**src/rtl/core/spmv_pkg.sv**
```systemverilog
// Shared types, request codes and default sizes of the CSR sparse matrix-vector unit.
`timescale 1ns / 1ps

package spmv_pkg;

	localparam int MAX_COLS_DEF = 1024;
	localparam int MAX_ROWS_DEF = 65536;
	localparam int OUTQ_DEPTH   = 8;
	localparam int INDEX_W      = 10;
	localparam int X_DEPTH_CAP  = 1 << INDEX_W;

	localparam logic [1:0] REQ_LOAD  = 2'd0;
	localparam logic [1:0] REQ_NZ    = 2'd1;
	localparam logic [1:0] REQ_EMPTY = 2'd2;
	localparam logic [1:0] REQ_START = 2'd3;

	typedef struct packed {
		logic [1:0]          req_type;
		logic [INDEX_W-1:0]  index;
		logic signed [31:0]  value;
		logic                row_end;
	} req_t;

	typedef struct packed {
		logic [15:0]         row_index;
		logic signed [31:0]  row_value;
		logic                saturated;
	} res_t;

	typedef struct packed {
		logic push;
		res_t res;
	} fin_t;

endpackage

```
**src/rtl/core/spmv_outq.sv**
```systemverilog
// Result queue between the accumulate pipeline and the result channel.
`timescale 1ns / 1ps

module spmv_outq import spmv_pkg::*; #(
	parameter int DEPTH = OUTQ_DEPTH,
	parameter int AW    = $clog2(OUTQ_DEPTH)
) (
	input  logic         clk,
	input  logic         arst_n,
	input  fin_t         fin,
	output logic         res_valid,
	input  logic         res_stall,
	output res_t         res,
	output logic [AW:0]  count
);

	res_t          q_mem [DEPTH];
	logic [AW-1:0] head_q;
	logic [AW-1:0] tail_q;
	logic [AW:0]   cnt_q;
	logic          pop;

	assign pop       = res_valid && !res_stall;
	assign res_valid = cnt_q != '0;
	assign res       = q_mem[head_q];
	assign count     = cnt_q;

	always_ff @(posedge clk) begin
		if (fin.push) begin
			q_mem[tail_q] <= fin.res;
		end
	end

	always_ff @(posedge clk or negedge arst_n) begin
		if (!arst_n) begin
			head_q <= '0;
			tail_q <= '0;
			cnt_q  <= '0;
		end else begin
			if (fin.push) begin
				tail_q <= (tail_q == AW'(DEPTH - 1)) ? '0 : tail_q + AW'(1);
			end
			if (pop) begin
				head_q <= (head_q == AW'(DEPTH - 1)) ? '0 : head_q + AW'(1);
			end
			case ({fin.push, pop})
				2'b10:   cnt_q <= cnt_q + (AW+1)'(1);
				2'b01:   cnt_q <= cnt_q - (AW+1)'(1);
				default: cnt_q <= cnt_q;
			endcase
		end
	end

endmodule

```
**config.mk**
```make
export PLATFORM = sky130hd
export DESIGN_NAME = spmv_outq
export DESIGN_NICKNAME = d
export VERILOG_FILES = /design/src/rtl/core/spmv_pkg.sv /design/src/rtl/core/spmv_outq.sv
export SDC_FILE = /design/constraint.sdc
export NUM_CORES = 1
export LEC_CHECK = 0
export ABC_CLOCK_PERIOD_IN_PS = 12500
export BUFFER_PORTS_ARGS = -buffer_cell sky130_fd_sc_hd__buf_2
export CORE_ASPECT_RATIO = 1.4
export CORE_UTILIZATION = 40
export DETAILED_ROUTE_END_ITERATION = 7
export SLEW_MARGIN = 20
export SYNTH_ARGS = -nofsm -noshare
export SYNTH_HDL_FRONTEND = slang
export SYNTH_SLANG_ARGS = --single-unit
```
**constraint.sdc**
```tcl
create_clock -name clk -period 12.5 [get_ports clk]
set_clock_uncertainty 0.1 [all_clocks]
set_input_delay 1.25 -clock clk [delete_from_list [all_inputs] [get_ports clk]]
set_output_delay 1.25 -clock clk [all_outputs]
set_load 0.02 [all_outputs]
```
==> impl_metrics.tcl <==
set metrics [dict create \
    status "finished, final reports clean" \
    fp.coreArea_sq_mm 0.0386 \
    via_count 6945 \
    crit_slowest_cell "dfrtp_4" \
    root_buffer "clkbuf_16" \
    min_period_ns 4.84 \
    cp-start-kind "flip-flop" \
    ff2ff_setup_slack_ns 9.72 \
    finalNetCount 818 \
    peakVddDrop_uv 106 \
    synthTopCellsByArea "edfxtp_1 75%, mux4_1 16%, mux2_2 4.0%, dfrtp_1 1.6%, buf_6 0.79%" \
    post_cts_resized 0 \
    path_clk_slew_ns 0.06 \
    worstPathArrival_ns 3.49 \
    fp.dieH_um 237 \
    yosysWarnings 0 \
    syn_inst 628 \
    h-tree-depth 2 \
    cp_num_buf_inv 2 \
    synth_top_area_share 0.748 \
    slew_violations 0 \
    firstDrtPassIters 4 \
    post-dp-hpwl_um 17200 \
    cp.required_ns 11.15 \
    drt_wl_total_um 31300 \
    grt-ovfl-total 0 \
    cts_tree "yes" \
    dieArea_sq_mm 0.0401 \
    yosys_most_used_dff "edfxtp_1" \
    cts_num_sinks 402 \
    synth-edff-count 392 \
    cts_setup_buffers 0 \
    antenna_found_initial 5 \
    drv_cap 0 \
    yosysMostFrequentCell "edfxtp_1" \
    clkLatencyLatePin_ns 0.53 \
    pin_count 107 \
    rsz0062_at_grt "false" \
    via_per_inst 5.31 \
    internal_power_uw 2870 \
    hold_viol_final 0 \
    relSlewSlack 0.347 \
    gr-usage-all-layers 0.159 \
    worst_r2r_startpoint "head_q[0]" \
    worstMarginPinSlew_ns 0.980 \
    die_x_um 170 \
    utilization 0.467 \
    clock.fmax_ghz 0.206 \
    worstSetupPathType "reg2out" \
    power_frac_seq 0.439 \
    tns_ns 0 \
    switching_share 0.305 \
    pwr-share-comb 0.301 \
    yosysUniqueCellTypes 31 \
    synth-seq-area-share 0.764 \
    grt_pass1_vias 7524 \
    initial_core_util 0.408 \
    cts_hold_buf 0 \
    power_frac_clock 0.260 \
    cp_max_fo 59 \
    nFillCells 3159 \
    drt_iter0_drc 404 \
    post_drt_wl_per_cell_um 24.0 \
    drtAntennaViolNets 0 \
    min_path_type "in2async" \
    period_share 0.387 \
    grt_max_degree 87 \
    crit_path_start "head_q[0]" \
    setup_viol 0 \
    rr_worst_depth 4 \
    yosys-top-cells-count "392 x edfxtp_1, 97 x mux4_1, 56 x mux2_2, 14 x clkbuf_1, 11 x buf_6" \
    gp_congestion 0.680 \
    cts_buffers 38 \
    synth_nets 688 \
    clock_path_buffers 3 \
    powerDensity_mw_per_mm2 229 \
    syn_to_final_growth_pct 14.7 \
    end_kind "output pin" \
    std_cell_rows 85 \
    netlist_area_sq_mm 0.0157 \
    cpLargestDelayFamily "buffers and inverters" \
    slowest_delay_ns 0.90 \
    reg2reg_to "head_q[2]" \
    postSynthAreaPerCell_sq_um 25.1 \
    yosys.area.top_type "edfxtp_1" \
    portBuffers 106 \
    ys_ff_latch 402 \
    drc 0 \
    layout-drive-gt1-share 0.308 \
    p_sw_uw 1260 \
    path_cells "buf_4 > mux4_1 > mux2_2 > buf_2" \
    whs_ns 0.486 \
    p_leak_uw 0.00612 \
    grt_pass1_wl_um 46300 \
    ys_async_sr_fraction 0.0249 \
]
-- power groups by stage --
| stage | Clock, uW | Combinational (uW) | Sequential (uW) |
|---|---|---|---|
| 6_report | 1070 | 1240 | 1810 |
| 5_1_grt | 1150 | 1330 | 1830 |
| 4_1_cts | 1100 | 1280 | 1820 |
| 3_5_place_dp | 0 | 1280 | 1850 |
| 3_3_place_gp | 0 | 1250 | 1830 |
| 2_1_floorplan | 0 | 939 | 1780 |
-- cell type report --
cell class              instances  area [sq um]  share of cell area
well taps                     522           653              0.0362
inverters                       3          11.3            0.000624
multi-input cells             194          3560               0.197
flip-flops and latches        402         12000               0.667
repair buffers                119           632              0.0350
clock inverters                18           144             0.00798
diodes                          3          7.51            0.000416
clock buffers                  46          1000              0.0555
-- sequential cells by signal, indices dropped and copies added, names as in the netlist --
signal,count
count,4
q_mem,392
head_q,3
tail_q,3
-- metrics by stage --
stage / cell area (sq um) / power, uW / worst slack (ns) / std cells
floorplan: 15700 / 2720 / 7.19 / 628
global placement: 16900 / 3080 / 8.21 / 1240
detailed placement: 16900 / 3120 / 8.13 / 1240
CTS: 18000 / 4190 / 7.56 / 1304
global route: 18000 / 4310 / 7.51 / 1307
finish: 18000 / 4130 / 7.66 / 1307
-- cells by family after synthesis --
logic type               after synthesis  synth area share
flip-flops                           402             0.764
multiplexers                         155             0.204
buffers and inverters                 32            0.0131
AND/OR/NAND/NOR                       23           0.00859
adder cells (fa/ha/maj)                7           0.00557
AO/OA/AOI/OAI                          6           0.00294
XOR/XNOR                               3           0.00167
-- per-layer routing --
metal | vias to the layer above | GRT usage | part of all wire
met2 | 139 | 0.285 | 0.54
met1 | 3733 | 0.192 | 0.40
met4 | 4 | 0.0524 | 0.019
met5 | - | 0 | 0.00080
met3 | 41 | 0.0299 | 0.040
li1 | 3028 | - | -
-- placed cells by master (no fill, tap or decap), types with 2 or more instances in the layout --
| cell type | n |
|---|---|
| nor2_4 | 6 |
| nand2b_1 | 3 |
| ha_1 | 7 |
| inv_6 | 2 |
| dfrtp_1 | 7 |
| inv_1 | 3 |
| bufinv_16 | 2 |
| diode_2 | 3 |
| clkbuf_16 | 39 |
| clkinv_1 | 6 |
| nand2_1 | 2 |
| xnor2_1 | 2 |
| edfxtp_1 | 392 |
| clkbuf_1 | 7 |
| mux2_2 | 56 |
| nor2_1 | 3 |
| clkinv_2 | 7 |
| nor3_2 | 2 |
| buf_2 | 106 |
| dfrtp_4 | 2 |
| buf_4 | 12 |
| mux4_1 | 97 |
-- how the worst max path moves through the flow --
stage                              to  cells after the start
after floorplan           q_mem[0][0]                      2
after global placement        res[21]                      4
after detailed placement      res[38]                      4
after CTS                     res[38]                      4
after global routing          res[38]                      4
final                         res[22]                      4
No activity file was read; power rests on OpenSTA's default activity.
