### config.mk
export PLATFORM = sky130hd
export DESIGN_NAME = spmv_mac
export DESIGN_NICKNAME = d
export VERILOG_FILES = /design/src/rtl/core/spmv_pkg.sv /design/src/rtl/core/spmv_mac.sv
export SDC_FILE = /design/constraint.sdc
export NUM_CORES = 2
export LEC_CHECK = 0
export BUFFER_PORTS_ARGS = -buffer_cell sky130_fd_sc_hd__buf_2
export CAP_MARGIN = 10
export CORE_UTILIZATION = 45
export DETAILED_ROUTE_END_ITERATION = 8
export PLACE_DENSITY_LB_ADDON = 0.25
export SLEW_MARGIN = 20
export SYNTH_ARGS = -nofsm -noshare
export SYNTH_HDL_FRONTEND = slang
export SYNTH_SLANG_ARGS = --single-unit
### constraint.sdc
create_clock -name clk -period 21.9 [get_ports clk]
set_input_delay 4.38 -clock clk [delete_from_list [all_inputs] [get_ports clk]]
set_output_delay 4.38 -clock clk [all_outputs]
set_load 0.1 [all_outputs]
### src/rtl/core/spmv_pkg.sv
// Shared types, request codes and default sizes of the CSR sparse matrix-vector unit.
`timescale 1ns / 1ps

package spmv_pkg;

	localparam int MAX_COLS_DEF = 1024;
	localparam int MAX_ROWS_DEF = 65536;
	localparam int OUTQ_DEPTH   = 8;
	localparam int INDEX_W      = 10;
	localparam int X_DEPTH_CAP  = 1 << INDEX_W;

	localparam logic [1:0] REQ_LOAD  = 2'd0;
	localparam logic [1:0] REQ_NZ    = 2'd1;
	localparam logic [1:0] REQ_EMPTY = 2'd2;
	localparam logic [1:0] REQ_START = 2'd3;

	typedef struct packed {
		logic [1:0]          req_type;
		logic [INDEX_W-1:0]  index;
		logic signed [31:0]  value;
		logic                row_end;
	} req_t;

	typedef struct packed {
		logic [15:0]         row_index;
		logic signed [31:0]  row_value;
		logic                saturated;
	} res_t;

	typedef struct packed {
		logic push;
		res_t res;
	} fin_t;

endpackage

### src/rtl/core/spmv_mac.sv
// Multiply-accumulate pipeline: x lookup, Q32.32 product, saturating row sum, row finish.
`timescale 1ns / 1ps

module spmv_mac import spmv_pkg::*; #(
	parameter int MAX_COLS = MAX_COLS_DEF,
	parameter int MAX_ROWS = MAX_ROWS_DEF,
	parameter int AW       = $clog2(MAX_COLS_DEF)
) (
	input  logic                clk,
	input  logic                arst_n,
	input  logic                fire,
	input  req_t                req,
	output logic                x_we,
	output logic [AW-1:0]       x_addr,
	output logic signed [31:0]  x_wdata,
	input  logic signed [31:0]  x_rdata,
	output fin_t                fin,
	output logic [1:0]          busy
);

	localparam int ROW_LAST = (MAX_ROWS - 1 > 65535) ? 65535 : MAX_ROWS - 1;
	localparam logic signed [63:0] ACC_MAX = {1'b0, {63{1'b1}}};
	localparam logic signed [63:0] ACC_MIN = {1'b1, {63{1'b0}}};

	logic               in_range;
	logic               vld_s1;
	logic [1:0]         type_s1;
	logic signed [31:0] val_s1;
	logic               row_end_s1;
	logic               xz_s1;
	logic signed [31:0] xv;
	logic signed [63:0] prod_c;
	logic               vld_s2;
	logic [1:0]         type_s2;
	logic               row_end_s2;
	logic signed [63:0] prod_s2;
	logic signed [63:0] acc_q;
	logic               sat_q;
	logic [15:0]        row_cnt_q;
	logic [15:0]        row_nxt;
	logic signed [63:0] sum;
	logic               ovf_p;
	logic               ovf_n;
	logic signed [63:0] acc_nz;
	logic               sat_nz;
	logic signed [63:0] acc_new;
	logic               sat_new;
	logic               emit;
	logic               fin_vld_s3;
	logic signed [63:0] fin_acc_s3;
	logic               fin_sat_s3;
	logic [15:0]        fin_row_s3;
	logic               hi_clip;
	logic               lo_clip;

	assign in_range = {7'd0, req.index} < 17'(MAX_COLS);
	assign x_we     = fire && (req.req_type == REQ_LOAD) && in_range;
	assign x_addr   = req.index[AW-1:0];
	assign x_wdata  = req.value;

	always_ff @(posedge clk or negedge arst_n) begin
		if (!arst_n) begin
			vld_s1 <= 1'b0;
			vld_s2 <= 1'b0;
		end else begin
			vld_s1 <= fire;
			vld_s2 <= vld_s1;
		end
	end

	always_ff @(posedge clk) begin
		type_s1    <= req.req_type;
		val_s1     <= req.value;
		row_end_s1 <= req.row_end;
		xz_s1      <= !in_range;
		type_s2    <= type_s1;
		row_end_s2 <= row_end_s1;
		prod_s2    <= prod_c;
	end

	assign xv     = xz_s1 ? 32'sd0 : x_rdata;
	assign prod_c = val_s1 * xv;

	always_comb begin
		sum    = acc_q + prod_s2;
		ovf_p  = !acc_q[63] && !prod_s2[63] && sum[63];
		ovf_n  = acc_q[63] && prod_s2[63] && !sum[63];
		acc_nz = ovf_p ? ACC_MAX : (ovf_n ? ACC_MIN : sum);
		sat_nz = sat_q || ovf_p || ovf_n;
		if (type_s2 == REQ_NZ) begin
			acc_new = acc_nz;
			sat_new = sat_nz;
		end else begin
			acc_new = acc_q;
			sat_new = sat_q;
		end
		emit    = vld_s2 && (((type_s2 == REQ_NZ) && row_end_s2) || (type_s2 == REQ_EMPTY));
		row_nxt = (row_cnt_q == 16'(ROW_LAST)) ? 16'd0 : row_cnt_q + 16'd1;
	end

	always_ff @(posedge clk or negedge arst_n) begin
		if (!arst_n) begin
			acc_q      <= '0;
			sat_q      <= 1'b0;
			row_cnt_q  <= '0;
			fin_vld_s3 <= 1'b0;
		end else begin
			fin_vld_s3 <= emit;
			if (vld_s2) begin
				case (type_s2)
					REQ_NZ: begin
						if (row_end_s2) begin
							acc_q     <= '0;
							sat_q     <= 1'b0;
							row_cnt_q <= row_nxt;
						end else begin
							acc_q <= acc_nz;
							sat_q <= sat_nz;
						end
					end
					REQ_EMPTY: begin
						acc_q     <= '0;
						sat_q     <= 1'b0;
						row_cnt_q <= row_nxt;
					end
					REQ_START: begin
						acc_q     <= '0;
						sat_q     <= 1'b0;
						row_cnt_q <= '0;
					end
					default: begin
					end
				endcase
			end
		end
	end

	always_ff @(posedge clk) begin
		fin_acc_s3 <= acc_new;
		fin_sat_s3 <= sat_new;
		fin_row_s3 <= row_cnt_q;
	end

	always_comb begin
		hi_clip       = !fin_acc_s3[63] && (|fin_acc_s3[62:47]);
		lo_clip       = fin_acc_s3[63] && !(&fin_acc_s3[62:47]);
		fin.push          = fin_vld_s3;
		fin.res.row_index = fin_row_s3;
		fin.res.saturated = fin_sat_s3 || hi_clip || lo_clip;
		if (hi_clip) begin
			fin.res.row_value = 32'sh7FFF_FFFF;
		end else if (lo_clip) begin
			fin.res.row_value = 32'sh8000_0000;
		end else begin
			fin.res.row_value = fin_acc_s3[47:16];
		end
	end

	assign busy = {1'b0, vld_s1} + {1'b0, vld_s2} + {1'b0, fin_vld_s3};

endmodule

==> reports/metrics.cfg <==
[outcome]
status=complete, no violations

[cts]
cts.sinks=251
cts-resized-gates=0
cts_hold_buf=0
clkLatencyLatePin_ns=0.65
numCtsBuffers=31
htreeDepth=1
post_cts_buffers=0
cts_tree=yes
cts-root-buf=clkbuf_16
path_clk_slew_ns=0.06
clockBufferDepth=3

[synth]
syn_nets=6431
ys_async_sr_fraction=0.335
ys_seq_elements=251
synthCells=5016
synth_enable_flop_cells=0
ys_warn_count=0
synthDistinctLibCells=75
yosys_most_used_dff=dfxtp_1
syn_area_sq_um=47300
syn_avg_cell_area_sq_um=9.44
yosysSeqAreaShare=0.115

[global_route]
grt_max_degree=78
grt_pass1_wl_mm=198
grt_pass1_vias=35700
grt-ovfl-total=0
antenna_found_initial=11
gr-usage-all-layers=0.236

[sta]
worst_slew_pin_slew_ns=0.974
setup_ws_ns=9.18
fin_crit_ns=12.72
rsz0062_at_grt=no
fin_crit_sh=0.581
clock.fmax_mhz=78.6
hold_viol_final=0
fin_setup_tns_ns=0
final.setup_skew_ns=0.0101
maxSlewHeadroom=0.348
setup_viol=0
timing.final.max_slew_violations=0

[floorplanning]
dieHeight_um=326
coreArea_sq_um=104000
dieArea_sq_um=106000
die_x_um=326
fp-row-count=118
initial_core_util=0.455
io_pins=175

[routing]
dr.pass1.iters=5
via_count=33400
drt-initial-drc-count=2304
wl_per_cell_um=19.1
route.detailed.drc=0
vias_per_cell=5.25
antenna_left=0
routed_wl_mm=122

[setup_path]
cp-start-kind=input pin
cp_slowest_cell=fa_1
path_max_fanout=32
endpoint_kind=flip-flop
critical_path_buf_inv_count=8
worstPathRequired_ns=22.47
cp.arrival_ns=13.30
worst_path_dominant_cell_family=adder cells
cp_common_cell=fa_1
worstSetupPathType=in -> reg
max_stage_delay_ns=0.80

[layout]
finalNetCount=6367
fin_cells=6363
layout-drive-gt1-share=0.0607
area_growth_syn_to_layout_pct=5.73
fillers=9835

[place]
port_buffers=154
gp_congestion=0.897
dpl.hpwl_mm=96.8
pre_cts_slack_ns=8.50
dp_cells=6299

[run]
max_cap_viol_count=0

[min_path]
hp-class=reg -> reg

## state kept, by name, summed over array words and instances (netlist names)
signal / flops
type_s2: 2
type_s1: 2
fin_row_s3: 16
row_end_s1: 1
sat_q: 1
prod_s2: 64
row_end_s2: 1
fin_vld_s3: 1
row_cnt_q: 16
fin_acc_s3: 48
vld_s2: 1
val_s1: 32
vld_s1: 1
fin_sat_s3: 1
acc_q: 64
## cells by family (layout without fill, tap and decap cells)
group / after synthesis / after routing / share of synthesized area
compound gates: 592 / 592 / 0.0809
xor+xnor: 136 / 136 / 0.0252
buf+inv: 1278 / 1239 / 0.105
flops: 251 / 251 / 0.115
other cells: 0 / 6 / 0
mux: 5 / 5 / 0.00108
simple gates: 1419 / 1419 / 0.148
fa+ha+maj: 1335 / 1335 / 0.525
## per-layer routing
layer / wire (um) / track usage / up-vias / part of all wire
met2: 53300 / 0.360 / 1169 / 0.44
met3: 10300 / 0.0489 / 138 / 0.085
li1: - / - / 14900 / -
met1: 55700 / 0.348 / 17100 / 0.46
met5: 56 / 0 / - / 0.00046
met4: 2260 / 0.0487 / 10 / 0.019
## placed cells by master (no fill, tap or decap), types with 87 or more instances in the layout
| master | instances |
|---|---|
| nand2_1 | 664 |
| a21oi_1 | 186 |
| and2_1 | 519 |
| ha_1 | 250 |
| xnor2_1 | 87 |
| inv_1 | 971 |
| fa_1 | 1085 |
| o21ai_0 | 145 |
| buf_2 | 153 |
| nor2_1 | 92 |
| dfxtp_1 | 163 |
## worst register-to-register path: cells and delay by family, from the launching register on
kind / cells / cell delay [ns]
compound gates: 7 / 1.51
xor+xnor: 1 / 0.13
fa+ha+maj: 9 / 4.57
buf+inv: 8 / 1.48
flops: 1 / 0.30
simple gates: 4 / 0.98
## cell type report
cell class,instances,area (sq um),share of cell area
Clock inverter,16,158,0.00315
Clock buffer,42,908,0.0182
Timing Repair Buffer,210,1190,0.0239
Tap cell,1380,1730,0.0345
Antenna cell,6,15.0,0.000300
Sequential cell,251,5450,0.109
Inverter,971,3640,0.0728
Multi-Input combinational cell,3487,36900,0.738
## per-stage QoR
step | cell area (sq um) | hold WS, ns | utilization
floorplan | 47300 | 0.310 | -
global placement | 49000 | 0.313 | 0.471
detailed placement | 49000 | 0.314 | 0.471
CTS | 50000 | 0.332 | 0.481
global route | 50000 | 0.343 | 0.481
finish | 50000 | 0.328 | 0.481
## path summary, 6_finish.rpt
kind / from / end / slack, ns / depth (start not counted)
min in group asynchronous: arst_n / acc_q[20]$_DFFE_PN0P_ / 3.64 / 1
setup / recovery: x_rdata[5] / prod_s2[63]$_DFF_P_ / 9.18 / 29
hold / removal: type_s1[1]$_DFF_P_ / type_s2[1]$_DFF_P_ / 0.33 / 0
hold reg to reg: type_s1[1]$_DFF_P_ / type_s2[1]$_DFF_P_ / 0.33 / 0
setup reg to reg: val_s1[31]$_DFF_P_ / prod_s2[63]$_DFF_P_ / 12.84 / 29
max in group asynchronous: arst_n / acc_q[61]$_DFFE_PN0P_ / 17.10 / 2
## cell usage after synthesis, types with 4 or more instances
cell type,number,area (sq um)
inv_1,971,3640
nand4_1,35,219
a21o_1,66,495
xnor2_1,87,762
nor2_1,93,349
or2_2,5,31.3
nand3_1,14,70.1
dfrtp_1,84,2100
nand2_1,664,2490
a221o_1,31,310
fa_1,1085,21700
nor3_1,9,45.0
ha_1,250,3130
a31oi_1,10,62.6
o21bai_1,20,150
a21oi_1,186,931
a221oi_1,9,78.8
nand2b_1,22,138
and3_1,20,125
o21ai_1,9,45.0
nor2b_1,15,93.8
a21boi_0,4,30.0
nor4_1,9,56.3
and4_1,5,43.8
a211oi_1,7,52.6
o211ai_1,8,60.1
clkbuf_1,258,968
a31o_2,4,35.0
o21ai_0,146,731
xor2_1,49,429
mux2i_1,4,40.0
dfxtp_1,167,3340
o21a_1,43,323
buf_4,46,345
o31ai_1,6,45.0
and2_1,519,3250
Power is left out: the tool's default activity adds up to more than one toggle a clock period on the data nets, which glitch-free logic cannot reach.
